### src/hw/rtl/rrts_pkg.sv
// Shared constants, codes and types of the round-robin task scheduler.
package rrts_pkg;

    localparam int USER_TASKS   = 7;
    localparam int SLOTS        = USER_TASKS + 1;
    localparam int SLOT_W       = (SLOTS > 1) ? $clog2(SLOTS) : 1;
    localparam int CUR_W        = $clog2(SLOTS + 1);
    localparam int CRT_W        = $clog2(USER_TASKS + 1);
    localparam int RUN_W        = 4;
    localparam int DATA_W       = 32;
    localparam int QUEUE_DEPTH  = 2;
    localparam int Q_PTR_W      = 1;
    localparam int Q_CNT_W      = 2;

    localparam logic [CUR_W-1:0] NONE_STARTED = CUR_W'(SLOTS);

    localparam logic [1:0] CMD_TICK   = 2'd0;
    localparam logic [1:0] CMD_DELAY  = 2'd1;
    localparam logic [1:0] CMD_SWITCH = 2'd2;
    localparam logic [1:0] CMD_CREATE = 2'd3;

    typedef logic [1:0] t_status;

    localparam t_status TS_UNUSED  = 2'd0;
    localparam t_status TS_READY   = 2'd1;
    localparam t_status TS_RUNNING = 2'd2;
    localparam t_status TS_BLOCKED = 2'd3;

    // A command after classification by the front end.
    typedef struct packed {
        logic              is_tick;
        logic              is_delay;
        logic              is_switch;
        logic              is_create;
        logic              ticks_nonzero;
        logic [DATA_W-1:0] ticks;
        logic [DATA_W-1:0] sp;
    } t_op;

    typedef struct packed {
        logic [DATA_W-1:0] next_sp;
        logic [RUN_W-1:0]  running_task;
        logic              accepted;
    } t_res;

endpackage

### src/hw/rtl/rrts_front.sv
// Front end: accepts command items, classifies them and queues them for the back end.
module rrts_front (
    input  logic                       i_clk,
    input  logic                       i_rst_n,
    input  logic                       i_push,
    output logic                       o_full,
    input  logic [1:0]                 i_cmd,
    input  logic [rrts_pkg::DATA_W-1:0] i_delay_ticks,
    input  logic [rrts_pkg::DATA_W-1:0] i_stack_pointer,
    output logic                       o_op_valid,
    output rrts_pkg::t_op              o_op,
    input  logic                       i_op_take
);
    import rrts_pkg::*;

    t_op                r_mem [QUEUE_DEPTH];
    logic [Q_PTR_W-1:0] r_wptr, n_wptr;
    logic [Q_PTR_W-1:0] r_rptr, n_rptr;
    logic [Q_CNT_W-1:0] r_cnt, n_cnt;
    logic               push_ok;
    logic               take_ok;
    t_op                op_in;

    assign o_full     = (r_cnt == Q_CNT_W'(QUEUE_DEPTH));
    assign o_op_valid = (r_cnt != '0);
    assign o_op       = r_mem[r_rptr];
    assign push_ok    = i_push && !o_full;
    assign take_ok    = i_op_take && o_op_valid;

    always_comb begin
        op_in.is_tick       = (i_cmd == CMD_TICK);
        op_in.is_delay      = (i_cmd == CMD_DELAY);
        op_in.is_switch     = (i_cmd == CMD_SWITCH);
        op_in.is_create     = (i_cmd == CMD_CREATE);
        op_in.ticks_nonzero = (i_delay_ticks != '0);
        op_in.ticks         = i_delay_ticks;
        op_in.sp            = i_stack_pointer;
    end

    always_comb begin
        n_wptr = push_ok ? r_wptr + Q_PTR_W'(1) : r_wptr;
        n_rptr = take_ok ? r_rptr + Q_PTR_W'(1) : r_rptr;
        n_cnt  = r_cnt + Q_CNT_W'(push_ok) - Q_CNT_W'(take_ok);
    end

    always_ff @(posedge i_clk) begin
        if (push_ok) begin
            r_mem[r_wptr] <= op_in;
        end
    end

    always_ff @(posedge i_clk) begin
        if (!i_rst_n) begin
            r_wptr <= '0;
            r_rptr <= '0;
            r_cnt  <= '0;
        end else begin
            r_wptr <= n_wptr;
            r_rptr <= n_rptr;
            r_cnt  <= n_cnt;
        end
    end

endmodule

### src/hw/rtl/rrts_back.sv
// Back end: task table, command execution, saved-pointer memory and result queue.
module rrts_back (
    input  logic                        i_clk,
    input  logic                        i_rst_n,
    input  logic                        i_cfg_we,
    input  logic [rrts_pkg::DATA_W-1:0] i_cfg_wdata,
    input  logic                        i_op_valid,
    input  rrts_pkg::t_op               i_op,
    output logic                        o_op_take,
    output logic                        o_empty,
    input  logic                        i_pop,
    output rrts_pkg::t_res              o_res
);
    import rrts_pkg::*;

    localparam logic PH_RUN  = 1'b0;
    localparam logic PH_READ = 1'b1;

    logic               r_phase, n_phase;
    t_status            r_status [SLOTS];
    t_status            n_status [SLOTS];
    logic [DATA_W-1:0]  r_count  [SLOTS];
    logic [DATA_W-1:0]  n_count  [SLOTS];
    logic [CUR_W-1:0]   r_cur, n_cur;
    logic [CRT_W-1:0]   r_created, n_created;
    logic [DATA_W-1:0]  r_idle_sp;
    logic               r_bypass, n_bypass;
    logic [DATA_W-1:0]  r_sp_hold;

    // Saved stack pointers, one per slot.
    logic [DATA_W-1:0]  r_spmem [SLOTS];
    logic [DATA_W-1:0]  r_rd_data;
    logic               mem_we;
    logic [SLOT_W-1:0]  mem_waddr;
    logic [DATA_W-1:0]  mem_wdata;
    logic               mem_re;
    logic [SLOT_W-1:0]  mem_raddr;

    // Result queue.
    t_res               r_res [QUEUE_DEPTH];
    logic [Q_PTR_W-1:0] r_wptr, r_rptr;
    logic [Q_CNT_W-1:0] r_rcnt;
    logic               res_push;
    t_res               res_val;
    logic               pop_ok;

    logic               started;
    logic [SLOT_W-1:0]  cs;

    assign started   = (r_cur != NONE_STARTED);
    assign cs        = r_cur[SLOT_W-1:0];
    assign o_op_take = i_op_valid && (r_phase == PH_RUN) &&
                       (r_rcnt < Q_CNT_W'(QUEUE_DEPTH));
    assign o_empty   = (r_rcnt == '0);
    assign o_res     = r_res[r_rptr];
    assign pop_ok    = i_pop && !o_empty;

    always_comb begin
        t_status           dem [SLOTS];
        logic              found;
        logic [SLOT_W-1:0] pick;
        logic [SLOT_W:0]   sum;
        logic [SLOT_W-1:0] slot;

        n_phase   = r_phase;
        n_status  = r_status;
        n_count   = r_count;
        n_cur     = r_cur;
        n_created = r_created;
        n_bypass  = r_bypass;
        mem_we    = 1'b0;
        mem_waddr = cs;
        mem_wdata = i_op.sp;
        mem_re    = 1'b0;
        mem_raddr = cs;
        res_push  = 1'b0;
        res_val.next_sp      = '0;
        res_val.running_task = RUN_W'(r_cur);
        res_val.accepted     = 1'b1;
        dem   = r_status;
        found = 1'b0;
        pick  = cs;
        sum   = '0;
        slot  = '0;

        if (r_phase == PH_READ) begin
            res_push             = 1'b1;
            res_val.next_sp      = r_bypass ? r_sp_hold : r_rd_data;
            res_val.running_task = RUN_W'(r_cur);
            n_phase              = PH_RUN;
        end else if (o_op_take) begin
            if (i_op.is_tick) begin
                for (int i = 0; i < SLOTS; i++) begin
                    if (r_status[i] == TS_BLOCKED && r_count[i] != '0) begin
                        n_count[i] = r_count[i] - DATA_W'(1);
                        if (r_count[i] == DATA_W'(1)) begin
                            n_status[i] = TS_READY;
                        end
                    end
                end
                res_push = 1'b1;
            end else if (i_op.is_delay) begin
                if (i_op.ticks_nonzero && started) begin
                    n_status[cs] = TS_BLOCKED;
                    n_count[cs]  = i_op.ticks;
                end else begin
                    res_val.accepted = 1'b0;
                end
                res_push = 1'b1;
            end else if (i_op.is_create) begin
                if (r_created < CRT_W'(USER_TASKS)) begin
                    slot          = SLOT_W'(r_created) + SLOT_W'(1);
                    n_created     = r_created + CRT_W'(1);
                    n_status[slot] = TS_READY;
                    n_count[slot]  = '0;
                    mem_we        = 1'b1;
                    mem_waddr     = slot;
                end else begin
                    res_val.accepted = 1'b0;
                end
                res_push = 1'b1;
            end else if (i_op.is_switch && !started) begin
                // First switch starts the idle task with the configured pointer.
                n_cur                = '0;
                n_status[0]          = TS_RUNNING;
                res_val.next_sp      = r_idle_sp;
                res_val.running_task = '0;
                res_push             = 1'b1;
            end else if (i_op.is_switch) begin
                if (dem[cs] == TS_RUNNING) begin
                    dem[cs] = TS_READY;
                end
                for (int k = 1; k < SLOTS; k++) begin
                    sum = {1'b0, cs} + (SLOT_W+1)'(k);
                    if (sum >= (SLOT_W+1)'(SLOTS)) begin
                        sum = sum - (SLOT_W+1)'(SLOTS);
                    end
                    if (!found && dem[sum[SLOT_W-1:0]] == TS_READY) begin
                        found = 1'b1;
                        pick  = sum[SLOT_W-1:0];
                    end
                end
                if (!found) begin
                    pick = (dem[cs] == TS_READY) ? cs : '0;
                end
                n_status = dem;
                if (dem[pick] == TS_READY) begin
                    n_status[pick] = TS_RUNNING;
                end
                mem_we    = 1'b1;
                mem_waddr = cs;
                mem_re    = 1'b1;
                mem_raddr = pick;
                n_bypass  = (pick == cs);
                n_cur     = CUR_W'(pick);
                n_phase   = PH_READ;
            end
        end
    end

    always_ff @(posedge i_clk) begin
        if (mem_we) begin
            r_spmem[mem_waddr] <= mem_wdata;
        end
        if (mem_re) begin
            r_rd_data <= r_spmem[mem_raddr];
        end
    end

    always_ff @(posedge i_clk) begin
        if (res_push) begin
            r_res[r_wptr] <= res_val;
        end
        if (o_op_take) begin
            r_sp_hold <= i_op.sp;
        end
        r_bypass <= n_bypass;
    end

    always_ff @(posedge i_clk) begin
        if (!i_rst_n) begin
            r_phase   <= PH_RUN;
            r_cur     <= NONE_STARTED;
            r_created <= '0;
            r_idle_sp <= '0;
            r_wptr    <= '0;
            r_rptr    <= '0;
            r_rcnt    <= '0;
            for (int i = 0; i < SLOTS; i++) begin
                r_status[i] <= (i == 0) ? TS_READY : TS_UNUSED;
                r_count[i]  <= '0;
            end
        end else begin
            r_phase   <= n_phase;
            r_cur     <= n_cur;
            r_created <= n_created;
            r_status  <= n_status;
            r_count   <= n_count;
            if (i_cfg_we) begin
                r_idle_sp <= i_cfg_wdata;
            end
            if (res_push) begin
                r_wptr <= r_wptr + Q_PTR_W'(1);
            end
            if (pop_ok) begin
                r_rptr <= r_rptr + Q_PTR_W'(1);
            end
            r_rcnt <= r_rcnt + Q_CNT_W'(res_push) - Q_CNT_W'(pop_ok);
        end
    end

endmodule

### src/hw/rtl/round_robin_task_scheduler.sv
// Top level of the round-robin task scheduler: front end, back end and their queue.
//
// The scheduler looks like a queue on both sides: a command item goes in with push while
// full is low, and one result item per command comes out, oldest first, read with pop
// while empty is low. A command first lands in a two-entry command queue in the front
// end, where it is classified; the back end then executes it. Tick, delay and create
// sustain one item per cycle while the result queue has room. A switch adds a read phase,
// taking no new command, that pushes the saved stack pointer of the task chosen by the
// round-robin search, read from the saved-pointer memory. On the way to the outputs a
// command is registered in both queues, a switch also in its read phase, and it waits
// while the two-entry result queue is full. The idle task's initial stack pointer is
// written through i_cfg_we and i_cfg_wdata; the user must do so while the scheduler is
// idle, which the block does not enforce. The very first switch hands it out. Task slots
// come up after reset with the idle slot ready and every user slot unused; there is no
// clearing pass, so the scheduler takes commands from the first cycle after reset.
module round_robin_task_scheduler (
    input  logic                        i_clk,
    input  logic                        i_rst_n,
    input  logic                        push,
    output logic                        full,
    input  logic [1:0]                  i_cmd,
    input  logic [rrts_pkg::DATA_W-1:0] i_delay_ticks,
    input  logic [rrts_pkg::DATA_W-1:0] i_stack_pointer,
    output logic                        empty,
    input  logic                        pop,
    output logic [rrts_pkg::DATA_W-1:0] o_next_stack_pointer,
    output logic [rrts_pkg::RUN_W-1:0]  o_running_task,
    output logic                        o_accepted,
    input  logic                        i_cfg_we,
    input  logic [rrts_pkg::DATA_W-1:0] i_cfg_wdata
);
    import rrts_pkg::*;

    logic op_valid;
    logic op_take;
    t_op  op;
    t_res res;

    // The front end only buffers and classifies; all task state lives in the back end.
    rrts_front u_front (
        .i_clk           (i_clk),
        .i_rst_n         (i_rst_n),
        .i_push          (push),
        .o_full          (full),
        .i_cmd           (i_cmd),
        .i_delay_ticks   (i_delay_ticks),
        .i_stack_pointer (i_stack_pointer),
        .o_op_valid      (op_valid),
        .o_op            (op),
        .i_op_take       (op_take)
    );

    // The back end pulls a command only when its result queue has room, so a result
    // is never dropped while the consumer stalls.
    rrts_back u_back (
        .i_clk       (i_clk),
        .i_rst_n     (i_rst_n),
        .i_cfg_we    (i_cfg_we),
        .i_cfg_wdata (i_cfg_wdata),
        .i_op_valid  (op_valid),
        .i_op        (op),
        .o_op_take   (op_take),
        .o_empty     (empty),
        .i_pop       (pop),
        .o_res       (res)
    );

    assign o_next_stack_pointer = res.next_sp;
    assign o_running_task       = res.running_task;
    assign o_accepted           = res.accepted;

endmodule

### config.mk
export PLATFORM = sky130hd
export DESIGN_NAME = round_robin_task_scheduler
export DESIGN_NICKNAME = d
export VERILOG_FILES = /design/src/hw/rtl/rrts_pkg.sv /design/src/hw/rtl/rrts_front.sv /design/src/hw/rtl/rrts_back.sv /design/src/hw/rtl/round_robin_task_scheduler.sv
export SDC_FILE = /design/constraint.sdc
export NUM_CORES = 2
export LEC_CHECK = 0
export ABC_AREA = 1
export BUFFER_PORTS_ARGS = -buffer_cell sky130_fd_sc_hd__buf_2
export CORE_MARGIN = 2
export CORE_UTILIZATION = 60
export DETAILED_ROUTE_END_ITERATION = 8
export GPL_TIMING_DRIVEN = 0
export HOLD_SLACK_MARGIN = 0.12
export PLACE_DENSITY = 0.84
export REMOVE_ABC_BUFFERS = 1
export SLEW_MARGIN = 25
export SYNTH_ARGS = -nofsm -noshare
export SYNTH_HDL_FRONTEND = slang
export SYNTH_SLANG_ARGS = --single-unit
export TNS_END_PERCENT = 100
### constraint.sdc
create_clock -name i_clk -period 9.8 [get_ports i_clk]
set_input_delay 1.96 -clock i_clk [delete_from_list [all_inputs] [get_ports i_clk]]
set_output_delay 1.96 -clock i_clk [all_outputs]
set_load 0.02 [all_outputs]
==> results.toml <==
[global_routing]
antenna_found_initial = 3
grt_start_max_net_pins = 94
grt.busiest_layer = "met2"
grt.met3_usage = 0.0701
grt_pass1_wl_um = 199000
grtUsageMet2 = 0.566
grt-ovfl-total = 0
grt_usage = 0.349
use_met1 = 0.412
first_global_vias = 36500

[synth]
synth_flop_cell = "edfxtp_1"
yosysSeqAreaShare = 0.531
yosysWarnings = 0
synth_area_um2 = 42300
synth_cells = 5027
synth_seq_cells = 855
async_flop_share = 0
synth_cell_types = 60
synth_edf_count = 533
syn_area_per_cell_um2 = 8.40

[cells_and_area]
area_growth_pct = 13.8
fin_cells = 6118
nNetsFinal = 5238
mostFrequentLayoutCell = "nand2_1"
drive_gt1_frac = 0.108
final_cell_mix = "nand2_1 (1226), nor2_1 (613), edfxtp_1 (533), inv_1 (494), o21ai_0 (404)"

[die]
dieArea_um2 = 72600
die_h_um = 269
rows = 97
start_util = 0.604
core-area_um2 = 69900
io_pins = 142
die-width_um = 269

[routing]
dr.pass1.iters = 9
post_drt_wl_per_cell_um = 21.3
num_vias = 38100
wirelength_um = 130000
viasPerCell = 6.24
first_iter_violations = 5499
ant_nets = 0
drcViolationCount = 2

[power]
p_total_mw = 16.4
p_leak_nw = 19.5
vdd.ir_drop.worst_v = 0.000251
p_per_area_nw_per_um2 = 341

[min_path]
worstHoldPathType = "flip-flop to flip-flop"

[sta]
slew_viol_final = 0
finalHoldViolCount = 0
tightest_slew_ns = 1.11
finalSetupViolations = 0
finalCritPeriodShare = 0.709
whs_ns = 0.447
fin_crit_ns = 6.94
rsz0062_at_grt = "no"
relSlewSlack = 0.251
fin_worst_skew_ns = 0.0309
fmax_mhz = 144

[flow_run]
maxCapViolations = 0

[cts]
cts_tree = "built"
postCtsHoldBufs = 0
cts_inserted_buffers = 84
path_clk_slew_ns = 0.06
clockBufferDepth = 3
cts-htree-levels = 3
postCtsSetupRepairBufs = 0
cts_sinks = 855
clock_latency_ns = 0.68
cts_resized = 0
cts.root.buffer_cell = "clkbuf_16"

[setup_path]
criticalPathCategory = "flip-flop to flip-flop"
worstPathArrival_ns = 7.53
end_kind = "flip-flop"
start_kind = "flip-flop"
worst_ep_required_time_ns = 10.39
worstPathMaxFanout = 73

[run_status]
status = "complete, but fails checks"
violations = "design-rule violations"

[placement]
gp_congestion = 0.943
dp_hpwl_um = 81800
dp.cells = 5962
port_buffers = 141
synth_stat cells, types with 55 or more instances:
| cell type | number | area, µm² |
|---|---|---|
| a21oi_1 | 341 | 1710 |
| clkbuf_1 | 169 | 634 |
| dfxtp_1 | 322 | 6450 |
| edfxtp_1 | 533 | 16000 |
| inv_1 | 498 | 1870 |
| nand2_1 | 1226 | 4600 |
| nand3_1 | 98 | 490 |
| nor2_1 | 632 | 2370 |
| nor3_1 | 138 | 691 |
| nor4_1 | 55 | 344 |
| o21ai_0 | 406 | 2030 |
| o22ai_1 | 93 | 582 |
flip-flops by register name (all words and copies together), names as in the netlist, named ones only:
signal / count
u_front.r_mem: 138
u_front.r_rptr: 1
u_back.r_rptr: 1
u_back.r_bypass: 1
u_back.r_status: 16
u_back.r_sp_hold: 32
u_back.r_phase: 1
u_back.r_rd_data: 32
u_back.r_spmem: 256
u_back.r_created: 3
u_back.r_count: 256
u_back.r_res: 74
u_back.r_cur: 4
u_front.r_wptr: 1
u_back.r_rcnt: 2
u_front.r_cnt: 2
u_back.r_wptr: 1
u_back.r_idle_sp: 32
power breakdown:
part | switching [mW] | leakage [nW] | total [mW] | internal, mW
Combinational | 5.54 | 10.7 | 8.04 | 2.50
Clock | 1.43 | 1.35 | 3.30 | 1.87
Sequential | 0.446 | 7.51 | 5.06 | 4.62
Total | 7.42 | 19.5 | 16.4 | 8.98
worst max-delay path, cell delays in order, from the launching register on:
cell      delay (ns)
dfxtp_4         0.84
inv_4           0.22
buf_16          0.25
o21ai_4         0.48
buf_8           0.24
buf_16          0.19
clkinv_4        0.48
nor2_1          0.95
inv_1           0.30
nor2_2          0.71
nor3_4          0.23
buf_8           0.23
inv_1           0.34
nor2_1          0.33
inv_1           0.46
a21oi_1         0.09
or2_2           0.29
a21oi_1         0.13
logic make-up after synthesis:
logic type / count (synthesis) / share of synthesized area
AO/OA/AOI/OAI: 1035 / 0.143
XOR/XNOR: 21 / 0.00435
adder cells (fa/ha/maj): 27 / 0.00800
buffers and inverters: 745 / 0.0725
flip-flops: 855 / 0.531
multiplexers: 84 / 0.0210
AND/OR/NAND/NOR: 2260 / 0.220
cell type report:
cell class / count / area (µm²)
inverter: 511 / 1940
antenna: 2 / 5.00
fill: 4989 / 21800
multi-input combinational: 3427 / 17100
clock inverter: 33 / 399
clock buffer: 121 / 2390
timing repair buffer: 229 / 2580
sequential: 855 / 22500
tap: 940 / 1180
routing by layer:
metal	wire length [µm]	vias to the layer above
met4	10600	6
met1	44800	17700
met2	60800	2663
li1	-	17200
met3	14000	625
met5	47	-
through the flow:
step / instance area, µm² / util / TNS (ns) / setup slack (ns)
after global placement: 43000 / 0.615 / - / -28.19
final: 48100 / 0.688 / 0 / 2.86
after global routing: 48100 / 0.687 / 0 / 2.58
after detailed placement: 45300 / 0.647 / 0 / 3.11
after CTS: 48000 / 0.687 / 0 / 3.07
after floorplan: 41100 / - / -8620.34 / -12.93
worst paths after layout:
kind / startpoint / to / slack (ns) / cells past startpoint
setup / recovery: flip-flop / u_back.r_count[12] / 2.86 / 17
setup reg to reg: flip-flop / u_back.r_count[12] / 2.86 / 17
hold / removal: u_front.r_rptr / flip-flop / 0.45 / 1
hold reg to reg: u_front.r_rptr / flip-flop / 0.45 / 1
Note: power is estimated with default switching activity, not from simulation.
